## config.mk

```make
export PLATFORM = sky130hd
export DESIGN_NAME = sorted_priority_queue_top
export DESIGN_NICKNAME = d
export VERILOG_FILES = /design/src/rtl/core/spq_pkg.sv /design/src/rtl/core/sorted_priority_queue_top.sv /design/src/rtl/core/spq_cell.sv
export SDC_FILE = /design/constraint.sdc
export NUM_CORES = 1
export LEC_CHECK = 0
export ABC_AREA = 1
export BUFFER_PORTS_ARGS = -buffer_cell sky130_fd_sc_hd__buf_2
export CAP_MARGIN = 10
export CORE_UTILIZATION = 25
export CTS_CLUSTER_SIZE = 25
export DETAILED_ROUTE_END_ITERATION = 12
export GPL_ROUTABILITY_DRIVEN = 0
export PLACE_DENSITY = 0.5
export SYNTH_ARGS = -nofsm -noshare
export SYNTH_HDL_FRONTEND = slang
export SYNTH_HIERARCHICAL = 1
export SYNTH_SLANG_ARGS = --single-unit
export TNS_END_PERCENT = 30
```

## constraint.sdc

```tcl
create_clock -name i_clk -period 3.8 [get_ports i_clk]
set_input_delay 0.19 -clock i_clk [delete_from_list [all_inputs] [get_ports i_clk]]
set_output_delay 0.19 -clock i_clk [all_outputs]
set_load 0.1 [all_outputs]
```

## src/rtl/core/spq_pkg.sv

```systemverilog
// Package for the sorted priority queue: widths, depth, status codes and
// the entry and control structs shared by the cell and the top level.
// Depends on nothing.
package spq_pkg;

    localparam int DEPTH       = 16;
    localparam int LEVEL_W     = 8;
    localparam int TAG_W       = 16;
    localparam int STATUS_W    = 2;
    localparam int IN_TDATA_W  = 32;
    localparam int OUT_TDATA_W = 32;

    localparam logic OP_ENQ = 1'b0;
    localparam logic OP_DEQ = 1'b1;

    localparam logic [STATUS_W-1:0] ST_ENQUEUED = 2'd0;
    localparam logic [STATUS_W-1:0] ST_DEQUEUED = 2'd1;
    localparam logic [STATUS_W-1:0] ST_EMPTY    = 2'd2;
    localparam logic [STATUS_W-1:0] ST_FULL     = 2'd3;

    typedef struct packed {
        logic               valid;
        logic [LEVEL_W-1:0] level;
        logic [TAG_W-1:0]   tag;
    } t_entry;

    typedef struct packed {
        logic               ins;
        logic               pop;
        logic [LEVEL_W-1:0] level;
        logic [TAG_W-1:0]   tag;
    } t_ctl;

    localparam t_entry ENTRY_NONE = '{valid: 1'b0, level: '0, tag: '0};

endpackage

```

## src/rtl/core/sorted_priority_queue_top.sv

```systemverilog
// Sorted priority queue: a chain of DEPTH cells kept in service order, cell 0
// at the head (highest level, oldest among equals), and one result register.
// Takes one request per clock: every cell compares the request against its own
// entry in parallel and trades with a neighbor in the same edge, so an insert
// or a pop updates the cells at the same edge that loads its result register; the only
// stall comes from the result register while the downstream side holds tready
// low. A request waits only for that register. Depends on spq_pkg and spq_cell.
module sorted_priority_queue_top #(
    parameter int DEPTH = spq_pkg::DEPTH
) (
    input  logic                               i_clk,
    input  logic                               i_rst_n,
    input  logic                               i_s_tvalid,
    output logic                               o_s_tready,
    // [0] operation, [8:1] level, [24:9] tag, rest zero
    input  logic [spq_pkg::IN_TDATA_W-1:0]     i_s_tdata,
    output logic                               o_m_tvalid,
    input  logic                               i_m_tready,
    // [15:0] out_tag, [23:16] out_level, [25:24] status, rest zero
    output logic [spq_pkg::OUT_TDATA_W-1:0]    o_m_tdata
);

    localparam int LW = spq_pkg::LEVEL_W;
    localparam int TW = spq_pkg::TAG_W;
    localparam int SW = spq_pkg::STATUS_W;

    logic                 w_op;
    logic [LW-1:0]        w_level;
    logic [TW-1:0]        w_tag;
    logic                 w_acc;
    logic                 w_full;
    logic                 w_empty;
    spq_pkg::t_ctl        w_ctl;
    spq_pkg::t_entry      w_entry [DEPTH];
    logic [DEPTH-1:0]     w_ge;
    logic [DEPTH-1:0]     w_vld;

    logic                 r_out_valid;
    logic [TW-1:0]        r_out_tag;
    logic [LW-1:0]        r_out_level;
    logic [SW-1:0]        r_out_status;
    logic [TW-1:0]        n_out_tag;
    logic [LW-1:0]        n_out_level;
    logic [SW-1:0]        n_out_status;

    assign w_op    = i_s_tdata[0];
    assign w_level = i_s_tdata[LW:1];
    assign w_tag   = i_s_tdata[LW+TW:LW+1];

    assign o_s_tready = !r_out_valid || i_m_tready;
    assign w_acc      = i_s_tvalid && o_s_tready;
    assign w_full     = w_vld[DEPTH-1];
    assign w_empty    = !w_vld[0];

    assign w_ctl.ins   = w_acc && (w_op == spq_pkg::OP_ENQ) && !w_full;
    assign w_ctl.pop   = w_acc && (w_op == spq_pkg::OP_DEQ) && !w_empty;
    assign w_ctl.level = w_level;
    assign w_ctl.tag   = w_tag;

    for (genvar g = 0; g < DEPTH; g++) begin : g_cell
        spq_pkg::t_entry w_prev;
        spq_pkg::t_entry w_next;
        logic            w_prev_ge;

        if (g == 0) begin : g_head
            assign w_prev    = spq_pkg::ENTRY_NONE;
            assign w_prev_ge = 1'b1;
        end else begin : g_body
            assign w_prev    = w_entry[g-1];
            assign w_prev_ge = w_ge[g-1];
        end

        if (g == DEPTH - 1) begin : g_tail
            assign w_next = spq_pkg::ENTRY_NONE;
        end else begin : g_inner
            assign w_next = w_entry[g+1];
        end

        spq_cell u_cell (
            .i_clk     (i_clk),
            .i_rst_n   (i_rst_n),
            .i_ctl     (w_ctl),
            .i_prev    (w_prev),
            .i_prev_ge (w_prev_ge),
            .i_next    (w_next),
            .o_entry   (w_entry[g]),
            .o_ge      (w_ge[g])
        );

        assign w_vld[g] = w_entry[g].valid;
    end

    always_comb begin
        n_out_tag    = '0;
        n_out_level  = '0;
        n_out_status = spq_pkg::ST_ENQUEUED;
        if (w_op == spq_pkg::OP_ENQ) begin
            if (w_full) begin
                n_out_status = spq_pkg::ST_FULL;
            end
        end else if (w_empty) begin
            n_out_status = spq_pkg::ST_EMPTY;
        end else begin
            n_out_tag    = w_entry[0].tag;
            n_out_level  = w_entry[0].level;
            n_out_status = spq_pkg::ST_DEQUEUED;
        end
    end

    always_ff @(posedge i_clk) begin
        if (!i_rst_n) begin
            r_out_valid <= 1'b0;
        end else if (w_acc) begin
            r_out_valid <= 1'b1;
        end else if (i_m_tready) begin
            r_out_valid <= 1'b0;
        end
        if (w_acc) begin
            r_out_tag    <= n_out_tag;
            r_out_level  <= n_out_level;
            r_out_status <= n_out_status;
        end
    end

    assign o_m_tvalid = r_out_valid;
    assign o_m_tdata  = {{(spq_pkg::OUT_TDATA_W - TW - LW - SW){1'b0}},
                         r_out_status, r_out_level, r_out_tag};

    // Occupied cells form an unbroken run from the head.
    a_vld_prefix : assert property (@(posedge i_clk) disable iff (!i_rst_n)
        (w_vld & (w_vld + 1'b1)) == '0)
        else $error("occupied cells not contiguous from the head");

    // Head cell never holds a lower level than the cell behind it.
    a_sorted : assert property (@(posedge i_clk) disable iff (!i_rst_n)
        w_vld[1] |-> (w_entry[0].level >= w_entry[1].level))
        else $error("cells out of level order");

    // An enqueue that fits grows the occupancy by exactly one.
    a_enq_grow : assert property (@(posedge i_clk) disable iff (!i_rst_n)
        w_ctl.ins |=> ($countones(w_vld) == $past($countones(w_vld)) + 1))
        else $error("enqueue did not add exactly one entry");

    // A pop returns the head entry's tag in the next result and shrinks the occupancy by one.
    a_pop_head : assert property (@(posedge i_clk) disable iff (!i_rst_n)
        w_ctl.pop |=> (r_out_status == spq_pkg::ST_DEQUEUED
                       && r_out_tag == $past(w_entry[0].tag)
                       && $countones(w_vld) + 1 == $past($countones(w_vld))))
        else $error("dequeue result does not match head entry");

endmodule

```

## src/rtl/core/spq_cell.sv

```systemverilog
// One cell of the queue chain: holds one entry, keeps it, takes the new
// entry, or takes a neighbor's entry on insert or pop. Depends on spq_pkg.
module spq_cell (
    input  logic            i_clk,
    input  logic            i_rst_n,
    input  spq_pkg::t_ctl   i_ctl,
    input  spq_pkg::t_entry i_prev,
    input  logic            i_prev_ge,
    input  spq_pkg::t_entry i_next,
    output spq_pkg::t_entry o_entry,
    output logic            o_ge
);

    logic                        r_valid;
    logic [spq_pkg::LEVEL_W-1:0] r_level;
    logic [spq_pkg::TAG_W-1:0]   r_tag;
    logic                        n_valid;
    logic [spq_pkg::LEVEL_W-1:0] n_level;
    logic [spq_pkg::TAG_W-1:0]   n_tag;

    assign o_ge    = r_valid && (r_level >= i_ctl.level);
    assign o_entry = '{valid: r_valid, level: r_level, tag: r_tag};

    always_comb begin
        n_valid = r_valid;
        n_level = r_level;
        n_tag   = r_tag;
        if (i_ctl.pop) begin
            n_valid = i_next.valid;
            n_level = i_next.level;
            n_tag   = i_next.tag;
        end else if (i_ctl.ins && !o_ge) begin
            if (i_prev_ge) begin
                n_valid = 1'b1;
                n_level = i_ctl.level;
                n_tag   = i_ctl.tag;
            end else begin
                n_valid = i_prev.valid;
                n_level = i_prev.level;
                n_tag   = i_prev.tag;
            end
        end
    end

    always_ff @(posedge i_clk) begin
        if (!i_rst_n) begin
            r_valid <= 1'b0;
        end else begin
            r_valid <= n_valid;
        end
        r_level <= n_level;
        r_tag   <= n_tag;
    end

endmodule

```

==> results of run 1 <==
[flip-flops by register name, summed over array words and instances (netlist names)]
register	count
g_cell.u_cell/r_tag	256
g_cell.u_cell/r_level	128
g_cell.u_cell/r_valid	16
r_out_tag	16
r_out_level	8
r_out_status	2
o_m_tvalid	1
[cells in the final DEF (no fill, tap or decap), types with 18 or more instances in the layout]
cell type    n
nor2_1     439
ha_1       128
inv_1      204
nor2_2      18
conb_1      57
nand2_1    562
a21oi_1    801
edfxtp_1   410
buf_2       56
clkbuf_16   49
inv_2       32
buf_4       39
inv_6       18
[worst max-delay path by stage]
stage,end,start,depth (start not counted),slack (ns)
final,g_cell[1].u_cell/r_tag[9],g_cell[0].u_cell/r_level[7],10,1.00
after global routing,g_cell[2].u_cell/r_tag[10],g_cell[1].u_cell/r_level[7],10,0.64
after CTS,g_cell[1].u_cell/r_tag[9],g_cell[0].u_cell/r_level[7],10,0.96
after detailed placement,g_cell[1].u_cell/r_tag[9],i_s_tdata[6],12,0.67
after global placement,g_cell[1].u_cell/r_level[2],i_s_tdata[6],12,0.68
after floorplan,g_cell[0].u_cell/r_level[0],o_m_tvalid,5,0.13
[worst reg2reg max path, cell delays in order (launching register included)]
cell and delay (ns):
edfxtp_1 0.44, ha_1 0.33, nand2_1 0.09, nor2_2 0.13
nand4_1 0.09, nand3_1 0.09, nand2_1 0.07, inv_1 0.64
inv_2 0.42, nand2_1 0.18, a21oi_1 0.07
[metrics by stage]
step	setup slack (ns)	hold WS, ns
after floorplan	0.1263	0.2992
after global placement	0.6846	0.4430
after detailed placement	0.6711	0.4491
after CTS	0.9589	0.09506
after global routing	0.6372	0.1144
final	1.004	0.1376
[power by group through the flow]
| stage | Combinational, uW | Sequential (uW) | Clock, uW |
|---|---|---|---|
| floorplan | 1350 | 6080 | 0 |
| CTS | 1940 | 5990 | 5030 |
| global placement | 1890 | 6090 | 0 |
| finish | 1920 | 6000 | 4880 |
| detailed placement | 1930 | 6090 | 0 |
| global route | 2190 | 6040 | 5170 |
[cell type report]
class | instances | area, um^2 | share of cell area [%]
clock buffers | 60 | 1267 | 4.521
multi-input cells | 2122 | 10500 | 37.44
diodes | 2 | 5.005 | 0.01785
flip-flops and latches | 427 | 12650 | 45.13
inverters | 252 | 1026 | 3.659
repair buffers | 101 | 663.1 | 2.365
clock inverters | 23 | 316.6 | 1.129
well taps | 1287 | 1610 | 5.743
[layer usage]
metal	global-route usage [%]	share of wire, %	vias to the layer above	wire (um)
li1	-	-	9944	-
met5	0	0	-	0
met3	1.681	4.4	69	2999
met2	20.02	43	382	29280
met4	3.042	1.8	0	1217
met1	19.63	51	9023	34770
==> flow_summary.toml, run 1 <==
[power]
sw_frac_of_total_pct = 27.95
powerDensity_nw_per_um2 = 456.7
leakage_uw = 0.01183
power_uw = 12800
p_clk_share_pct = 38.1
ir_drop_mv = 0.3107
seq_power_share_pct = 46.9
internal-power_uw = 9226
switchingPower_uw = 3579
p_comb_share_pct = 15.0

[cts]
cts_resized = 0
cts.sinks = 427
htreeDepth = 2
cts_hold_buf = 3
clockBufferDepth = 3
cts_tree = "built"
path_clk_slew_ns = 0.06
post_cts.repair.setup_buffers = 0
cts-root-buf = "clkbuf_16"
insertion_delay_ns = 0.59
numCtsBuffers = 48

[critical_path]
cp_slowest_stage_delay_ns = 0.64
critPathBufInv = 2
start_kind = "flop"
cp.required_ns = 4.14
crit_fanout = 25
critPathCaptureType = "flop"
critPathArrivalTime_ns = 3.13
slowest_stage = "inv_1"
r2r_cells = 10
r2r-end = "g_cell[1].u_cell/r_tag[9]"
crit_top_cell = "nand2_1"
critPathTopFamily = "buffers and inverters"
crit_type = "flop to flop"
crit_chain = "ha_1, nand2_1, nor2_2, nand4_1, nand3_1, nand2_1, inv_1, inv_2, nand2_1, a21oi_1"
r2r-start = "g_cell[0].u_cell/r_level[7]"
r2r_slack_ns = 1.00

[place]
dp.cells = 4186
io_buffers = 56
dp_hpwl_um = 47690
place_area_um2 = 26420

[run_status]
status = "finished, final reports clean"

[die]
num_rows = 115
io_pins = 70
die_height_um = 317.9
initial_utilization_pct = 25.31
core_area_um2 = 98560
fp.dieArea_um2 = 101100
die_x_um = 317.9

[grt]
grt_max_degree = 118
track_usage_pct = 13.17
antenna_found_initial = 3
grt_pass1_vias = 18620
overflow = 0
grt_pass1_wl_um = 109000

[min_path]
hp-start = "i_rst_n"
hp-class = "input port to flop"
min_path_cells = 3
min_to = "g_cell[10].u_cell/r_valid"

[layout]
drive_gt1_share_pct = 8.844
final_nets = 3116
areaGrowthSynthToFinish_pct = 12.39
stdcell_area_um2 = 28040
fillers = 10560
instances_no_fill = 4274
finalCoreUtilization_pct = 28.45

[sta]
setup-tns-final_ns = 0
rsz0062_at_grt = "no"
hold_violations = 0
clock.fmax_mhz = 357.6
fin_crit_ns = 2.796
fin_crit_sh_pct = 73.58
max_slew_margin_pct = 35.67
skew_ns = 0.01139
report.final.slew_viol_count = 0
tightest_slew_ns = 0.9639
setup_viol = 0

[drt]
viasPerCell = 4.543
dr_total_vias = 19420
drt-total-wl_um = 68270
first_pass_iters = 5
final_antenna_net_count = 0
wl_per_cell_um = 15.97
drc = 0
dr.first_iter.drc_count = 1415

[synth]
syn_inst = 2930
synth_area_um2 = 24950
synth.yosys.warnings = 6
syn_avg_cell_area_um2 = 8.514

[flow_run]
max_cap_viol_count = 0
No activity file was read; power rests on OpenSTA's default activity.
==> inputs of run 2 (changes only) <==
Settings changed: PLACE_DENSITY 0.5 to 0.51.
Clock period 3.8 ns to 2.3 ns, I/O delays scaled along.
==> flow_summary.toml, run 2 (synthesized netlist as in run 1, its figures left out) <==
[run_status]
status = "finished, final reports clean"

[die]
die_height_um = 317.9
initial_utilization_pct = 25.31
num_rows = 115
die_x_um = 317.9
core_area_um2 = 98560
fp.dieArea_um2 = 101100
io_pins = 70

[place]
dp_hpwl_um = 48160
io_buffers = 56
dp.cells = 4247

[drt]
dr.first_iter.drc_count = 1298
drc = 0
viasPerCell = 4.488
wl_per_cell_um = 14.97
first_pass_iters = 5
drt-total-wl_um = 64970
final_antenna_net_count = 0
dr_total_vias = 19480

[power]
seq_power_share_pct = 47.8
internal-power_uw = 14810
p_clk_share_pct = 35.9
sw_frac_of_total_pct = 28.44
powerDensity_nw_per_um2 = 718.4
switchingPower_uw = 5887
ir_drop_mv = 0.5419
p_comb_share_pct = 16.3
leakage_uw = 0.01223

[flow_run]
max_cap_viol_count = 0

[critical_path]
crit_fanout = 25
cp.required_ns = 2.78
start_kind = "flop"
critPathArrivalTime_ns = 2.59
critPathCaptureType = "flop"
crit_type = "flop to flop"

[sta]
skew_ns = 0.01334
tightest_slew_ns = 0.5959
max_slew_margin_pct = 60.27
report.final.slew_viol_count = 0
clock.fmax_mhz = 473.1
fin_crit_ns = 2.114
setup_viol = 0
fin_crit_sh_pct = 91.91
holdWs_ns = 0.06562
hold_violations = 0
rsz0062_at_grt = "yes"

[cts]
cts_tree = "built"
cts-root-buf = "clkbuf_16"
insertion_delay_ns = 0.60
numCtsBuffers = 48
path_clk_slew_ns = 0.06
clockBufferDepth = 3
htreeDepth = 2
cts.sinks = 427
post_cts.repair.setup_buffers = 0

[grt]
grt_pass1_wl_um = 105800
track_usage_pct = 12.66
overflow = 0
grt_max_degree = 87
grt_pass1_vias = 19100
antenna_found_initial = 3

[layout]
drive_gt1_share_pct = 10.72
instances_no_fill = 4341
largest_reg_flops = 256
mostFrequentLayoutCells = "a21oi_1 (801), nand2_1 (561), nor2_1 (439)"
largestRegisters = "g_cell.u_cell/r_tag (256), g_cell.u_cell/r_level (128)"
areaGrowthSynthToFinish_pct = 15.50
final_nets = 3177
final_common_cell = "a21oi_1"
regMostFlops = "g_cell.u_cell/r_tag"

[min_path]
hp-class = "input port to flop"
-- run 2: cell count changes in the layout (fill, tap and decap cells not counted), sizes merged --
| cell | previous run | this run |
|---|---|---|
| buf | 98 | 159 |
| clkbuf | 60 | 75 |
| bufinv | 8 | 0 |
| clkinv | 12 | 11 |
| clkinvlp | 1 | 0 |
| diode | 2 | 3 |
-- run 2: cell type report --
class	count	area [um^2]
clock buffers	75	1393
well taps	1287	1610
diodes	3	7.507
multi-input cells	2122	10520
inverters	252	1031
flip-flops and latches	427	12650
fillers	10490	69750
clock inverters	13	88.84
repair buffers	162	1513
-- run 2: worst max-delay path: stages, from the launching register on --
cell and delay, ns:
edfxtp_1 0.44, ha_1 0.32, a21oi_1 0.16, nand2_1 0.07, nand2_1 0.06, nand3_1 0.09, nand2_1 0.10, inv_1 0.07
inv_2 0.33, nand2_1 0.10, o22ai_1 0.17, a21oi_2 0.08
-- run 2: metrics by stage --
stage	cell area [um^2]	TNS [ns]	total power, uW	utilization [%]	setup WS [ns]
6_report	28810	0	20700	29.23	0.1861
5_1_grt	28810	-0.01653	21730	29.23	-0.01483
4_1_cts	28800	0	20970	29.22	0.1457
3_5_place_dp	27290	0	13440	27.68	0.09461
3_3_place_gp	27290	0	13370	27.68	0.1036
2_1_floorplan	25180	0	12300	-	0.06068
-- run 2: final timing paths --
| kind | cells past startpoint | endpoint | slack, ns | start |
|---|---|---|---|---|
| worst min register to register | 2 | g_cell[14].u_cell/r_tag[14] | 0.57 | g_cell[15].u_cell/r_tag[14] |
| worst max register to register | 11 | g_cell[3].u_cell/r_valid | 0.19 | g_cell[2].u_cell/r_level[3] |
| worst max-delay path | 11 | g_cell[3].u_cell/r_valid | 0.19 | g_cell[2].u_cell/r_level[3] |
| worst min-delay path | 3 | g_cell[14].u_cell/r_valid | 0.07 | i_rst_n |
-- run 2: power groups by stage --
| stage | logic, uW | clock network [uW] | registers, uW |
|---|---|---|---|
| after detailed placement | 3390 | 0 | 10000 |
| after global routing | 3840 | 7920 | 9970 |
| after CTS | 3410 | 7670 | 9890 |
| after floorplan | 2240 | 0 | 10100 |
| final | 3380 | 7420 | 9900 |
| after global placement | 3320 | 0 | 10000 |
-- run 2: metal layers --
metal	track usage (%)	up-vias	share of wire [%]
met1	18.40	8963	50
li1	-	10070	-
met3	1.535	76	4.1
met4	3.161	0	1.9
met2	19.76	373	44
met5	0	-	0
-- run 2: what timing repair did --
action | in CTS | in global routing
gates resized for setup | 0 | 5
hold buffers | 3 | 0
hold endpoints to repair | 3 | 0
setup endpoints to repair | 0 | 13
==> inputs of run 3 (changes only) <==
Settings changed: BUFFER_PORTS_ARGS -buffer_cell sky130_fd_sc_hd__buf_2 to -buffer_cell sky130_fd_sc_hd__buf_4.
==> flow_summary.toml, run 3 (synthesized netlist as in run 1, its figures left out) <==
[cts]
post_cts.repair.setup_buffers = 0
path_clk_slew_ns = 0.06
cts-root-buf = "clkbuf_16"
clockBufferDepth = 3
insertion_delay_ns = 0.60
htreeDepth = 2
numCtsBuffers = 48
cts_tree = "built"
cts.sinks = 427

[sta]
clock.fmax_mhz = 488.7
fin_ws_ns = 0.2537
hold_violations = 0
rsz0062_at_grt = "no"
fin_crit_sh_pct = 88.97
setup-tns-final_ns = 0
max_slew_margin_pct = 65.19
fin_crit_ns = 2.046
skew_ns = 0.02026
setup_viol = 0
tightest_slew_ns = 0.5222
report.final.slew_viol_count = 0

[critical_path]
crit_chain = "ha_1, a21o_1, nor2_1, nand3_1, nand2_1, inv_1, inv_2, buf_4, nand2_1, o22ai_1, a21oi_2"
slowest_stage = "edfxtp_1"
cp_slowest_stage_delay_ns = 0.43
critPathCaptureType = "flop"
crit_top_cell = "nand2_1"
start_kind = "flop"
cp.required_ns = 2.77
crit_fanout = 9
crit_type = "flop to flop"
critPathArrivalTime_ns = 2.52

[place]
place_ws_ns = 0.1119
dp_hpwl_um = 48350
io_buffers = 56

[grt]
track_usage_pct = 12.62
grt_pass1_wl_um = 105600
grt_max_degree = 54
antenna_found_initial = 1
overflow = 0
grt_pass1_vias = 18710

[drt]
dr.first_iter.drc_count = 1380
viasPerCell = 4.514
drc = 0
first_pass_iters = 5
drt-total-wl_um = 65090
final_antenna_net_count = 0
wl_per_cell_um = 15.02
dr_total_vias = 19560

[die]
io_pins = 70
core_area_um2 = 98560
num_rows = 115
die_x_um = 317.9
die_height_um = 317.9
fp.dieArea_um2 = 101100
initial_utilization_pct = 25.31

[layout]
fillers = 10570
num_antenna_cells = 0
final_nets = 3173
mostFrequentLayoutCells = "a21oi_1 (801), nand2_1 (561), nor2_1 (439)"
areaGrowthSynthToFinish_pct = 15.65
regMostFlops = "g_cell.u_cell/r_tag"
largestRegisters = "g_cell.u_cell/r_tag (256), g_cell.u_cell/r_level (128)"
drive_gt1_share_pct = 10.60
largest_reg_flops = 256
final_common_cell = "a21oi_1"

[power]
leakage_uw = 0.01223
ir_drop_mv = 0.5861
powerDensity_nw_per_um2 = 715.2

[run_status]
status = "finished, final reports clean"

[flow_run]
max_cap_viol_count = 0

[min_path]
hp-class = "input port to flop"
[run 3: cell type report]
type	count	area, um^2	area share (%)
Inverter	252	1026	3.556
Sequential cell	427	12650	43.86
Timing Repair Buffer	158	1597	5.534
Clock inverter	24	137.6	0.4771
Clock buffer	63	1309	4.536
Tap cell	1287	1610	5.582
Multi-Input combinational cell	2122	10520	36.46
[run 3: critical path: cells and delay by family, from the launching register on]
kind	cells	cell delay, ns
adder cells (fa/ha/maj)	1	0.32
buffers and inverters	3	0.29
AND/OR/NAND/NOR	4	0.42
flip-flops	1	0.43
AO/OA/AOI/OAI	3	0.46
[run 3: report_power, final]
group          switching [uW]  total [uW]  internal (uW)
registers                 460        9910           9450
clock network            3310        7320           4010
logic                    2170        3400           1230
[run 3: final timing paths]
kind	start	end	slack, ns	depth (start not counted)
setup / recovery	g_cell[13].u_cell/r_level[7]	g_cell[14].u_cell/r_valid	0.25	11
hold / removal	i_s_tdata[12]	g_cell[1].u_cell/r_tag[3]	0.09	3
setup reg to reg	g_cell[13].u_cell/r_level[7]	g_cell[14].u_cell/r_valid	0.25	11
hold reg to reg	g_cell[15].u_cell/r_tag[2]	g_cell[14].u_cell/r_tag[2]	0.57	2
[run 3: repair_timing]
action / CTS / global route
hold buffers: 4 / 0
resized for setup: 0 / 0
endpoints found under the hold margin: 19 / 0
[run 3: metal layers]
metal | global-route usage, % | share of wire [%]
met4 | 2.438 | 1.3
met1 | 18.77 | 51
met5 | 0 | 0
met2 | 19.47 | 44
met3 | 1.579 | 4.6
[run 3: per-stage QoR]
stage          hold slack [ns]  total power (uW)  utilization (%)  area, um^2  std cells
2_1_floorplan           0.2168             12300                -       25180       2985
3_3_place_gp            0.3653             13400            27.76       27360       4242
3_5_place_dp            0.3788             13470            27.76       27360       4242
4_1_cts                0.04665             20890            29.27       28850       4333
5_1_grt                0.08196             21670            29.27       28850       4333
6_report               0.08708             20630            29.27       28850       4333
